File: config.mk
export PLATFORM = sky130hd
export DESIGN_NAME = can_rx_duplicate_frame_filter
export DESIGN_NICKNAME = d
export VERILOG_FILES = /design/src/rtl/cdf_pkg.sv /design/src/rtl/cdf_ram.sv /design/src/rtl/cdf_frame_cmp.sv /design/src/rtl/can_rx_duplicate_frame_filter.sv
export SDC_FILE = /design/constraint.sdc
export NUM_CORES = 2
export LEC_CHECK = 0
export CORE_ASPECT_RATIO = 1.2
export CORE_UTILIZATION = 60
export DETAILED_ROUTE_END_ITERATION = 8
export DONT_BUFFER_PORTS = 1
export GPL_ROUTABILITY_DRIVEN = 0
export PLACE_DENSITY_LB_ADDON = 0.2
export RECOVER_POWER = 100
export SLEW_MARGIN = 20
export SYNTH_ARGS = -nofsm -noshare
export SYNTH_HDL_FRONTEND = slang
export SYNTH_SLANG_ARGS = --single-unit
File: constraint.sdc
create_clock -name clk -period 93.4 [get_ports clk]
set_clock_uncertainty 0.05 [all_clocks]
set_input_delay 14.01 -clock clk [delete_from_list [all_inputs] [get_ports clk]]
set_output_delay 14.01 -clock clk [all_outputs]
set_load 0.01 [all_outputs]
File: src/rtl/cdf_pkg.sv
// Shared field widths and parameter defaults for the CAN receive duplicate filter.
// No dependencies; imported by cdf_frame_cmp, the top level and the simulation files.
`default_nettype none

package cdf_pkg;

  localparam int CHANNELS_DEF       = 4;
  localparam int MAX_DATA_BYTES_DEF = 64;
  localparam int OUT_DATA_BYTES_DEF = 64;

  localparam int CH_FIELD_W = 3;
  localparam int ID_W       = 32;
  localparam int PARAMS_W   = 16;
  localparam int TS_W       = 32;
  localparam int DLEN_W     = 7;
  localparam int WORD_W     = 64;
  localparam int DATA_WORDS = 8;
  localparam int DATA_BYTES = DATA_WORDS * WORD_W / 8;
  localparam int DATA_W     = DATA_WORDS * WORD_W;

  // ext, rtr, fd, brs and the raw length byte; bits 7:4 are dropped
  localparam logic [PARAMS_W-1:0] PARAMS_KEEP = 16'hFF0F;
  localparam int                  RAW_LEN_LSB = 8;

endpackage

`default_nettype wire

File: src/rtl/cdf_ram.sv
// Generic single-write, single-read RAM with registered read data.
// No dependencies.
`default_nettype none

module cdf_ram #(
  parameter int WIDTH = 8,
  parameter int DEPTH = 4
) (
  input  wire logic                                  clk,
  input  wire logic                                  we,
  input  wire logic [((DEPTH > 1) ? $clog2(DEPTH) : 1)-1:0] waddr,
  input  wire logic [WIDTH-1:0]                      wdata,
  input  wire logic                                  re,
  input  wire logic [((DEPTH > 1) ? $clog2(DEPTH) : 1)-1:0] raddr,
  output logic      [WIDTH-1:0]                      rdata
);

  logic [WIDTH-1:0] mem [DEPTH];

  always_ff @(posedge clk) begin
    if (we) begin
      mem[waddr] <= wdata;
    end
    if (re) begin
      rdata <= mem[raddr];
    end
  end

endmodule

`default_nettype wire

File: src/rtl/cdf_frame_cmp.sv
// Length clamp, byte masking and snapshot compare for one frame.
// Depends on cdf_pkg.
`default_nettype none

module cdf_frame_cmp
  import cdf_pkg::*;
#(
  parameter int MAX_DATA_BYTES = MAX_DATA_BYTES_DEF,
  parameter int OUT_DATA_BYTES = OUT_DATA_BYTES_DEF,
  localparam int LEN_W  = $clog2(MAX_DATA_BYTES + 1),
  localparam int SNAP_W = ID_W + PARAMS_W + TS_W + LEN_W + MAX_DATA_BYTES * 8
) (
  input  wire logic [ID_W-1:0]     can_id,
  input  wire logic [PARAMS_W-1:0] frame_params,
  input  wire logic [TS_W-1:0]     timestamp,
  input  wire logic [DATA_W-1:0]   data,
  input  wire logic                snap_valid,
  input  wire logic [SNAP_W-1:0]   snap,
  output logic                     is_dup,
  output logic      [SNAP_W-1:0]   new_snap,
  output logic      [DLEN_W-1:0]   out_length,
  output logic      [DATA_W-1:0]   out_data
);

  logic [7:0]        raw_len;
  logic [LEN_W-1:0]  len;
  logic [DATA_W-1:0] masked;

  // ones over every byte below nbytes
  function automatic logic [DATA_W-1:0] byte_mask(input logic [DLEN_W-1:0] nbytes);
    logic [DATA_W-1:0] m;
    m = '0;
    for (int i = 0; i < DATA_BYTES; i++) begin
      m[i*8 +: 8] = {8{(i < int'(nbytes))}};
    end
    return m;
  endfunction

  always_comb begin
    raw_len = frame_params[RAW_LEN_LSB +: 8];
    if (int'(raw_len) > MAX_DATA_BYTES) begin
      len = LEN_W'(MAX_DATA_BYTES);
    end else begin
      len = LEN_W'(raw_len);
    end

    if (int'(len) > OUT_DATA_BYTES) begin
      out_length = DLEN_W'(OUT_DATA_BYTES);
    end else begin
      out_length = DLEN_W'(len);
    end

    masked   = data & byte_mask(DLEN_W'(len));
    out_data = masked & byte_mask(out_length);

    new_snap = {masked[MAX_DATA_BYTES*8-1:0], len, timestamp,
                frame_params & PARAMS_KEEP, can_id};
    is_dup   = snap_valid && (snap == new_snap);
  end

endmodule

`default_nettype wire

File: src/rtl/can_rx_duplicate_frame_filter.sv
// Top level of the CAN receive duplicate-frame filter.
// Depends on cdf_pkg, cdf_ram and cdf_frame_cmp.
//
//   channel  | handshake                  | payload
//   frame    | frame_valid / frame_stall  | channel, can_id, frame_params, timestamp,
//            |                            | data_word_0..7
//   result   | result_valid/ result_stall | accepted, out_can_id, out_timestamp, out_length,
//            |                            | out_data_word_0..7
//
// One frame per cycle while the result side is not stalled. A frame is registered at
// acceptance while its channel's snapshot is read from the snapshot RAM; the frame stage
// then compares and loads the result register once that register is free or being taken. A snapshot written in
// the same cycle as the next request's read is forwarded. Reset clears valid bits,
// counters and the handshake state; the RAM needs no clearing. A stalled result holds
// the frame stage.
`default_nettype none

module can_rx_duplicate_frame_filter
  import cdf_pkg::*;
#(
  parameter int CHANNELS       = CHANNELS_DEF,
  parameter int MAX_DATA_BYTES = MAX_DATA_BYTES_DEF,
  parameter int OUT_DATA_BYTES = OUT_DATA_BYTES_DEF
) (
  input  wire logic                  clk,
  input  wire logic                  rst,
  input  wire logic                  frame_valid,
  output logic                       frame_stall,
  input  wire logic [CH_FIELD_W-1:0] channel,
  input  wire logic [ID_W-1:0]       can_id,
  input  wire logic [PARAMS_W-1:0]   frame_params,
  input  wire logic [TS_W-1:0]       timestamp,
  input  wire logic [WORD_W-1:0]     data_word_0,
  input  wire logic [WORD_W-1:0]     data_word_1,
  input  wire logic [WORD_W-1:0]     data_word_2,
  input  wire logic [WORD_W-1:0]     data_word_3,
  input  wire logic [WORD_W-1:0]     data_word_4,
  input  wire logic [WORD_W-1:0]     data_word_5,
  input  wire logic [WORD_W-1:0]     data_word_6,
  input  wire logic [WORD_W-1:0]     data_word_7,
  output logic                       result_valid,
  input  wire logic                  result_stall,
  output logic                       accepted,
  output logic      [ID_W-1:0]       out_can_id,
  output logic      [TS_W-1:0]       out_timestamp,
  output logic      [DLEN_W-1:0]     out_length,
  output logic      [WORD_W-1:0]     out_data_word_0,
  output logic      [WORD_W-1:0]     out_data_word_1,
  output logic      [WORD_W-1:0]     out_data_word_2,
  output logic      [WORD_W-1:0]     out_data_word_3,
  output logic      [WORD_W-1:0]     out_data_word_4,
  output logic      [WORD_W-1:0]     out_data_word_5,
  output logic      [WORD_W-1:0]     out_data_word_6,
  output logic      [WORD_W-1:0]     out_data_word_7
);

  localparam int CH_W   = (CHANNELS > 1) ? $clog2(CHANNELS) : 1;
  localparam int LEN_W  = $clog2(MAX_DATA_BYTES + 1);
  localparam int SNAP_W = ID_W + PARAMS_W + TS_W + LEN_W + MAX_DATA_BYTES * 8;
  localparam int LEN_LSB = ID_W + PARAMS_W + TS_W;

  // frame stage
  logic                  s1_valid;
  logic [CH_FIELD_W-1:0] s1_ch;
  logic [ID_W-1:0]       s1_id;
  logic [PARAMS_W-1:0]   s1_params;
  logic [TS_W-1:0]       s1_ts;
  logic [DATA_W-1:0]     s1_data;
  logic                  fwd_hit;
  logic [SNAP_W-1:0]     fwd_snap;

  logic [CHANNELS-1:0]   snap_valid;
  logic [31:0]           rx_frame_count [CHANNELS];
  logic [31:0]           rx_byte_count  [CHANNELS];

  logic [DATA_W-1:0]     res_data;

  logic                  frame_acc;
  logic                  res_load;
  logic                  chan_ok;
  logic                  cur_valid;
  logic                  is_dup;
  logic                  snap_we;
  logic [SNAP_W-1:0]     ram_rdata;
  logic [SNAP_W-1:0]     cur_snap;
  logic [SNAP_W-1:0]     new_snap;
  logic [DLEN_W-1:0]     cmp_length;
  logic [DATA_W-1:0]     cmp_data;
  logic [CH_W-1:0]       s1_idx;

  assign res_load    = s1_valid && (!result_valid || !result_stall);
  assign frame_stall = s1_valid && !res_load;
  assign frame_acc   = frame_valid && !frame_stall;

  assign s1_idx    = s1_ch[CH_W-1:0];
  assign chan_ok   = ({1'b0, s1_ch} < (CH_FIELD_W + 1)'(CHANNELS));
  assign cur_valid = chan_ok && snap_valid[s1_idx];
  assign cur_snap  = fwd_hit ? fwd_snap : ram_rdata;
  assign snap_we   = res_load && chan_ok && !is_dup;

  cdf_ram #(
    .WIDTH (SNAP_W),
    .DEPTH (CHANNELS)
  ) u_snap_ram (
    .clk   (clk),
    .we    (snap_we),
    .waddr (s1_idx),
    .wdata (new_snap),
    .re    (frame_acc),
    .raddr (channel[CH_W-1:0]),
    .rdata (ram_rdata)
  );

  cdf_frame_cmp #(
    .MAX_DATA_BYTES (MAX_DATA_BYTES),
    .OUT_DATA_BYTES (OUT_DATA_BYTES)
  ) u_cmp (
    .can_id       (s1_id),
    .frame_params (s1_params),
    .timestamp    (s1_ts),
    .data         (s1_data),
    .snap_valid   (cur_valid),
    .snap         (cur_snap),
    .is_dup       (is_dup),
    .new_snap     (new_snap),
    .out_length   (cmp_length),
    .out_data     (cmp_data)
  );

  // control
  always_ff @(posedge clk) begin
    if (rst) begin
      s1_valid     <= 1'b0;
      result_valid <= 1'b0;
      fwd_hit      <= 1'b0;
      snap_valid   <= '0;
      for (int c = 0; c < CHANNELS; c++) begin
        rx_frame_count[c] <= '0;
        rx_byte_count[c]  <= '0;
      end
    end else begin
      if (frame_acc) begin
        s1_valid <= 1'b1;
        // RAM read of the same channel races the write below
        fwd_hit  <= snap_we && (channel == s1_ch);
      end else if (res_load) begin
        s1_valid <= 1'b0;
      end

      if (res_load) begin
        result_valid <= 1'b1;
      end else if (!result_stall) begin
        result_valid <= 1'b0;
      end

      if (snap_we) begin
        snap_valid[s1_idx]     <= 1'b1;
        rx_frame_count[s1_idx] <= rx_frame_count[s1_idx] + 32'd1;
        rx_byte_count[s1_idx]  <= rx_byte_count[s1_idx]
                                  + 32'(new_snap[LEN_LSB +: LEN_W]);
      end
    end
  end

  // payload
  always_ff @(posedge clk) begin
    if (frame_acc) begin
      s1_ch     <= channel;
      s1_id     <= can_id;
      s1_params <= frame_params;
      s1_ts     <= timestamp;
      s1_data   <= {data_word_7, data_word_6, data_word_5, data_word_4,
                    data_word_3, data_word_2, data_word_1, data_word_0};
    end
    if (snap_we) begin
      fwd_snap <= new_snap;
    end
    if (res_load) begin
      accepted <= chan_ok && !is_dup;
      if (chan_ok && !is_dup) begin
        out_can_id    <= s1_id;
        out_timestamp <= s1_ts;
        out_length    <= cmp_length;
        res_data      <= cmp_data;
      end else begin
        out_can_id    <= '0;
        out_timestamp <= '0;
        out_length    <= '0;
        res_data      <= '0;
      end
    end
  end

  assign out_data_word_0 = res_data[0*WORD_W +: WORD_W];
  assign out_data_word_1 = res_data[1*WORD_W +: WORD_W];
  assign out_data_word_2 = res_data[2*WORD_W +: WORD_W];
  assign out_data_word_3 = res_data[3*WORD_W +: WORD_W];
  assign out_data_word_4 = res_data[4*WORD_W +: WORD_W];
  assign out_data_word_5 = res_data[5*WORD_W +: WORD_W];
  assign out_data_word_6 = res_data[6*WORD_W +: WORD_W];
  assign out_data_word_7 = res_data[7*WORD_W +: WORD_W];

endmodule

`default_nettype wire

Word-level counts from Yosys, hierarchy flattened
Memories as Yosys holds them, arrays and structs flattened. A register that Yosys moved wholly into a read port is not among the register bits.
Cells that the tools add are included.
Widths: inputs -> output; s select.
Storage, ports and cells
  output and inout bits: 586
  register bits: 2380
  input bits: 599
  RAM bits: 2380
  memories: 1
Memories
  u_snap_ram.mem: depth 4, bits a word 595, rd ports 1, clocked after Yosys merged registers in 1, write ports 1, line cdf_ram.sv:18  | logic [WIDTH-1:0] mem [DEPTH];
Operators by class
  bitwise gates (word level): 3
  multiplexer cells: 13
  $lt $le $gt $ge: 133
  reductions and logical operators: 17
  eq/ne operators: 3
Operators with widths (number)
  $and 512x512->512: 2
  $eq 599x599->1: 1
  $mux 599: 1
  $lt 6x7->1 const A: 64
  $lt 5x7->1 const A: 32
  $lt 4x7->1 const A: 16
  $lt 3x7->1 const A: 8
  $lt 1x7->1 const A: 4
  $lt 2x7->1 const A: 4
  $mux 7: 2
  $logic_and 1x1->1: 10
  $gt 8x7->1 const B: 1
  $mux 1: 8
  $gt 7x7->1 const B: 1
  $logic_not 1->1: 5
  $or 4x4->4: 1
  $eq 3x3->1: 1
  $lt 2x3->1 const B: 1
  $lt 3x3->1 const B: 1
  $bmux 1 s2: 1
  $demux 1 s2: 1
  $ge 2x1->1 const B: 1
  $ne 2x1->1 const B: 1
  $reduce_bool 2->1: 1
  $logic_or 1x1->1: 1

Logic depth before layout (Yosys ltp)
  depth in word-level cells: 10
  gate-level depth with buffers: 17

Modules after synthesis
From an unflattened synthesis, not the netlist that was laid out.
Second synthesis, totals
  cells, all modules: 9585
  area, all modules: 185351.5 um2
Modules (own cells, without submodules)
  cdf_ram: times used 1, area an instance 104228.7 um2, cells each 3732
  can_rx_duplicate_frame_filter: times used 1, area an instance 64778.4 um2, cells each 3129
  cdf_frame_cmp: times used 1, area an instance 16344.4 um2, cells each 2724

Worst setup path before layout
OpenSTA, ideal clock, no wires.
  path kind: input -> register
  start: input port result_stall
  end: memory u_snap_ram.mem[1][0] in the netlist's numbering, enable pin
  slack: 20.320 ns
  data arrival time: 70.027 ns
  data required time: 90.347 ns
  library setup time: 3.003 ns
  stages on the path: 4
  cells stage by stage: nand2_1 > nand2_1 > clkbuf_1 > nor4_1
Between the ends
  cells in the longest elaborated chain, start to end: 7
Ends and longest elaborated chain
  start: declaration: line can_rx_duplicate_frame_filter.sv:42  | input wire logic result_stall,
  $logic_not 1->1
  $logic_or 1x1->1: line can_rx_duplicate_frame_filter.sv:91  | assign res_load = s1_valid && (!result_valid || !result_stall);
  $logic_and 1x1->1: line can_rx_duplicate_frame_filter.sv:91
  $logic_and 1x1->1 (2 in series): line can_rx_duplicate_frame_filter.sv:99  | assign snap_we = res_load && chan_ok && !is_dup;
  $mux 1: line cdf_ram.sv:21  | if (we) begin
  $mux 1 (not written as such): line cdf_ram.sv:22  | mem[waddr] <= wdata;
  end: declaration: line cdf_ram.sv:18
Every way passes these cells.

Worst setup path after layout
  start: input port channel[1]
  end: register u_snap_ram.rdata[416], read port of u_snap_ram.mem (data pin)
RTL lines
  start: declaration: line can_rx_duplicate_frame_filter.sv:29  | input wire logic [CH_FIELD_W-1:0] channel,
  end: declaration: line cdf_ram.sv:15  | output logic [WIDTH-1:0] rdata
No word-level cell between the ends.

==> results.json <==
{
  "fin_util_pct": 66.8,
  "hold_viol": 0,
  "insertion_delay_ns": 0.97,
  "synth_nets": 9588,
  "overflow": 0,
  "cts_resized": 0,
  "cp-end-kind": "flip-flop",
  "fill_cells": 19373,
  "yosysWarnings": 0,
  "cts_made_buffers": 446,
  "drive_gt1_share_pct": 14.6,
  "grt_pass1_wl_mm": 721,
  "synthCells": 8989,
  "r2r-start": "s1_params[14]",
  "max_freq_mhz": 24.6,
  "cp_slowest_cell": "clkbuf_1",
  "maxSlewViolCount": 6823,
  "die_h_um": 603,
  "synthTopCellsByArea": "edfxtp_1 (79%), mux4_2 (7.4%), mux2i_1 (3.1%), xor2_1 (1.3%), nor3_1 (1.0%)",
  "cts.path.max_buffers": 4,
  "multi_input_area_um2": 34200,
  "synth_top_area_cell": "edfxtp_1",
  "antenna_found_initial": 172,
  "setup_viol": 0,
  "dpl.hpwl_mm": 352,
  "vias": 92256,
  "synth_edf_count": 4745,
  "async_reset_ff_share_pct": 0,
  "crit_required_ns": 94.06,
  "grt_max_degree": 598,
  "r2r_cells": 18,
  "first_pass_iters": 6,
  "mostFrequentLayoutCell": "edfxtp_1",
  "final-instance-count-excl-fill": 13833,
  "place_ws_ns": 65.11,
  "worstPathArrival_ns": 41.25,
  "track_usage_pct": 35.1,
  "cp_max_fo": 211,
  "final_cell_mix": "edfxtp_1 (4745), mux4_2 (596), mux2i_1 (558), clkbuf_16 (450), nor3_1 (374)",
  "worst_slew_pin_slew_ns": 14.54,
  "dp_cells": 12904,
  "power.density_nw_per_um2": 22.9,
  "path_delay_family": "buffers and inverters",
  "die-area_um2": 303000,
  "final_nets": 9965,
  "synth_ff_type": "edfxtp_1",
  "numClockSinks": 4752,
  "die_x_um": 503,
  "setup_ws_ns": 52.81,
  "startpoint": "channel[1]",
  "relSlewSlack_pct": -869,
  "post-cts-setup-buffers": 0,
  "portBuffers": 0,
  "start_util_pct": 60.3,
  "ys_ff_latch": 4752,
  "p_leak_nw": 63.6,
  "final.period_utilization_pct": 43.5,
  "min_from": "snap_valid[3]",
  "rsz0062_at_grt": "false",
  "timing.hold.ws_ns": 0.415,
  "syn-cell-area_um2": 180000,
  "worst_hold_path.num_cells": 2,
  "wl_mm": 536,
  "cts_tree": "yes",
  "critical_path_class": "input port to flip-flop",
  "power_mw": 4.59,
  "violations": "max-capacitance violations, max-slew violations",
  "vias_per_cell": 6.67,
  "clkTransAtPathRegs_ns": 0.06,
  "status": "finished, violations left",
  "io_pins": 1185,
  "synth.distinct_cells": 85,
  "start_kind": "input port",
  "seqCellArea_um2": 143000,
  "seq_area_frac_synth_pct": 79.0,
  "core_um2": 299000,
  "holdBufCountCts": 0,
  "syn2layout_area_growth_pct": 10.8,
  "syn_area_per_cell_um2": 20.1,
  "crit_cells": 4,
  "maxCapViolations": 130,
  "dr.first_iter.drc_count": 13148,
  "tns_ns": 0,
  "dpl_cell_area_um2": 186000,
  "grt_pass1_vias": 89227,
  "crit_buf_inv": 3,
  "holdCritPathClass": "flip-flop to flip-flop",
  "drc": 0,
  "synth_top_cell_area_share_pct": 78.9,
  "crit_chain": "clkbuf_1 > clkbuf_1 > clkbuf_1 > mux4_2",
  "ir_drop_mv": 0.0219,
  "htree_num_levels": 5,
  "critPathMaxStageDelay_ns": 10.74,
  "ant_nets": 0,
  "rows": 220,
  "root_buffer": "clkbuf_16",
  "period_needed_ns": 40.59,
  "routedWlPerCell_um": 38.7,
  "fin_area_um2": 200000,
  "crit_top_cell": "clkbuf_1"
}
-- worst paths after layout --
kind	to	slack, ns
worst max-delay path	u_snap_ram.rdata[416]	52.81
worst min-delay path	snap_valid[3]	0.42
worst max register to register	u_snap_ram.mem[2][535]	64.92
worst min register to register	snap_valid[3]	0.42
-- power breakdown --
part           internal, mW  total (mW)  switching [mW]
Combinational        0.0823       0.277           0.194
Sequential             2.44        2.48          0.0366
Clock                  1.03        1.83           0.802
Total                  3.55        4.59            1.03
-- cells in the mapped netlist (98+ instances only) --
library cell  instances
edfxtp_1           4745
mux4_2              596
mux2i_1             558
nor3_1              376
inv_1               372
xor2_1              268
nor3b_1             232
o21ai_0             218
clkbuf_1            170
xnor2_1             161
and2_1              156
a21oi_1             103
nand2_1             103
buf_2                98
-- flip-flops by register name, summed over array words and instances, names as in the netlist, 3 cells and up --
signal	count
snap_valid	4
out_timestamp	32
s1_data	512
s1_id	32
fwd_snap	595
u_snap_ram.rdata	595
res_data	512
out_can_id	32
u_snap_ram.mem	2380
s1_ts	32
s1_params	12
s1_ch	3
out_length	7
-- kinds of logic (layout without fill, tap and decap cells) --
group	Yosys count	in the layout	share of synthesized area [%]
XOR/XNOR	429	429	2.08
multiplexers	1180	1180	10.7
buffers and inverters	813	1564	2.08
flip-flops	4752	4752	79.0
AO/OA/AOI/OAI	609	609	2.21
AND/OR/NAND/NOR	1206	1206	3.92
other	0	97	0
-- metal layers --
| layer | global-route usage, % | wire [µm] |
|---|---|---|
| met1 | 44.5 | 183000 |
| met2 | 54.4 | 255000 |
| met3 | 9.39 | 59600 |
| met4 | 21.5 | 37500 |
| met5 | 0 | 538 |
-- area by class of cell --
| class | count | share of cell area, % |
|---|---|---|
| clock buffers | 514 | 5.75 |
| diodes | 97 | 0.121 |
| repair buffers | 369 | 0.920 |
| inverters | 373 | 0.702 |
| flip-flops and latches | 4752 | 71.3 |
| well taps | 3996 | 2.50 |
| clock inverters | 308 | 1.56 |
| multi-input cells | 3424 | 17.1 |
-- worst reg2reg max path, delay by kind of cell (launching register included) --
kind	cells	cell delay (ns)
AOI/OAI and AO/OA	1	0.19
xor gates and xnor gates	1	0.42
buffers and inverters	9	23.31
DFF	1	0.35
and+or+nand+nor	7	3.57
Note: power is estimated with default switching activity, not from simulation.
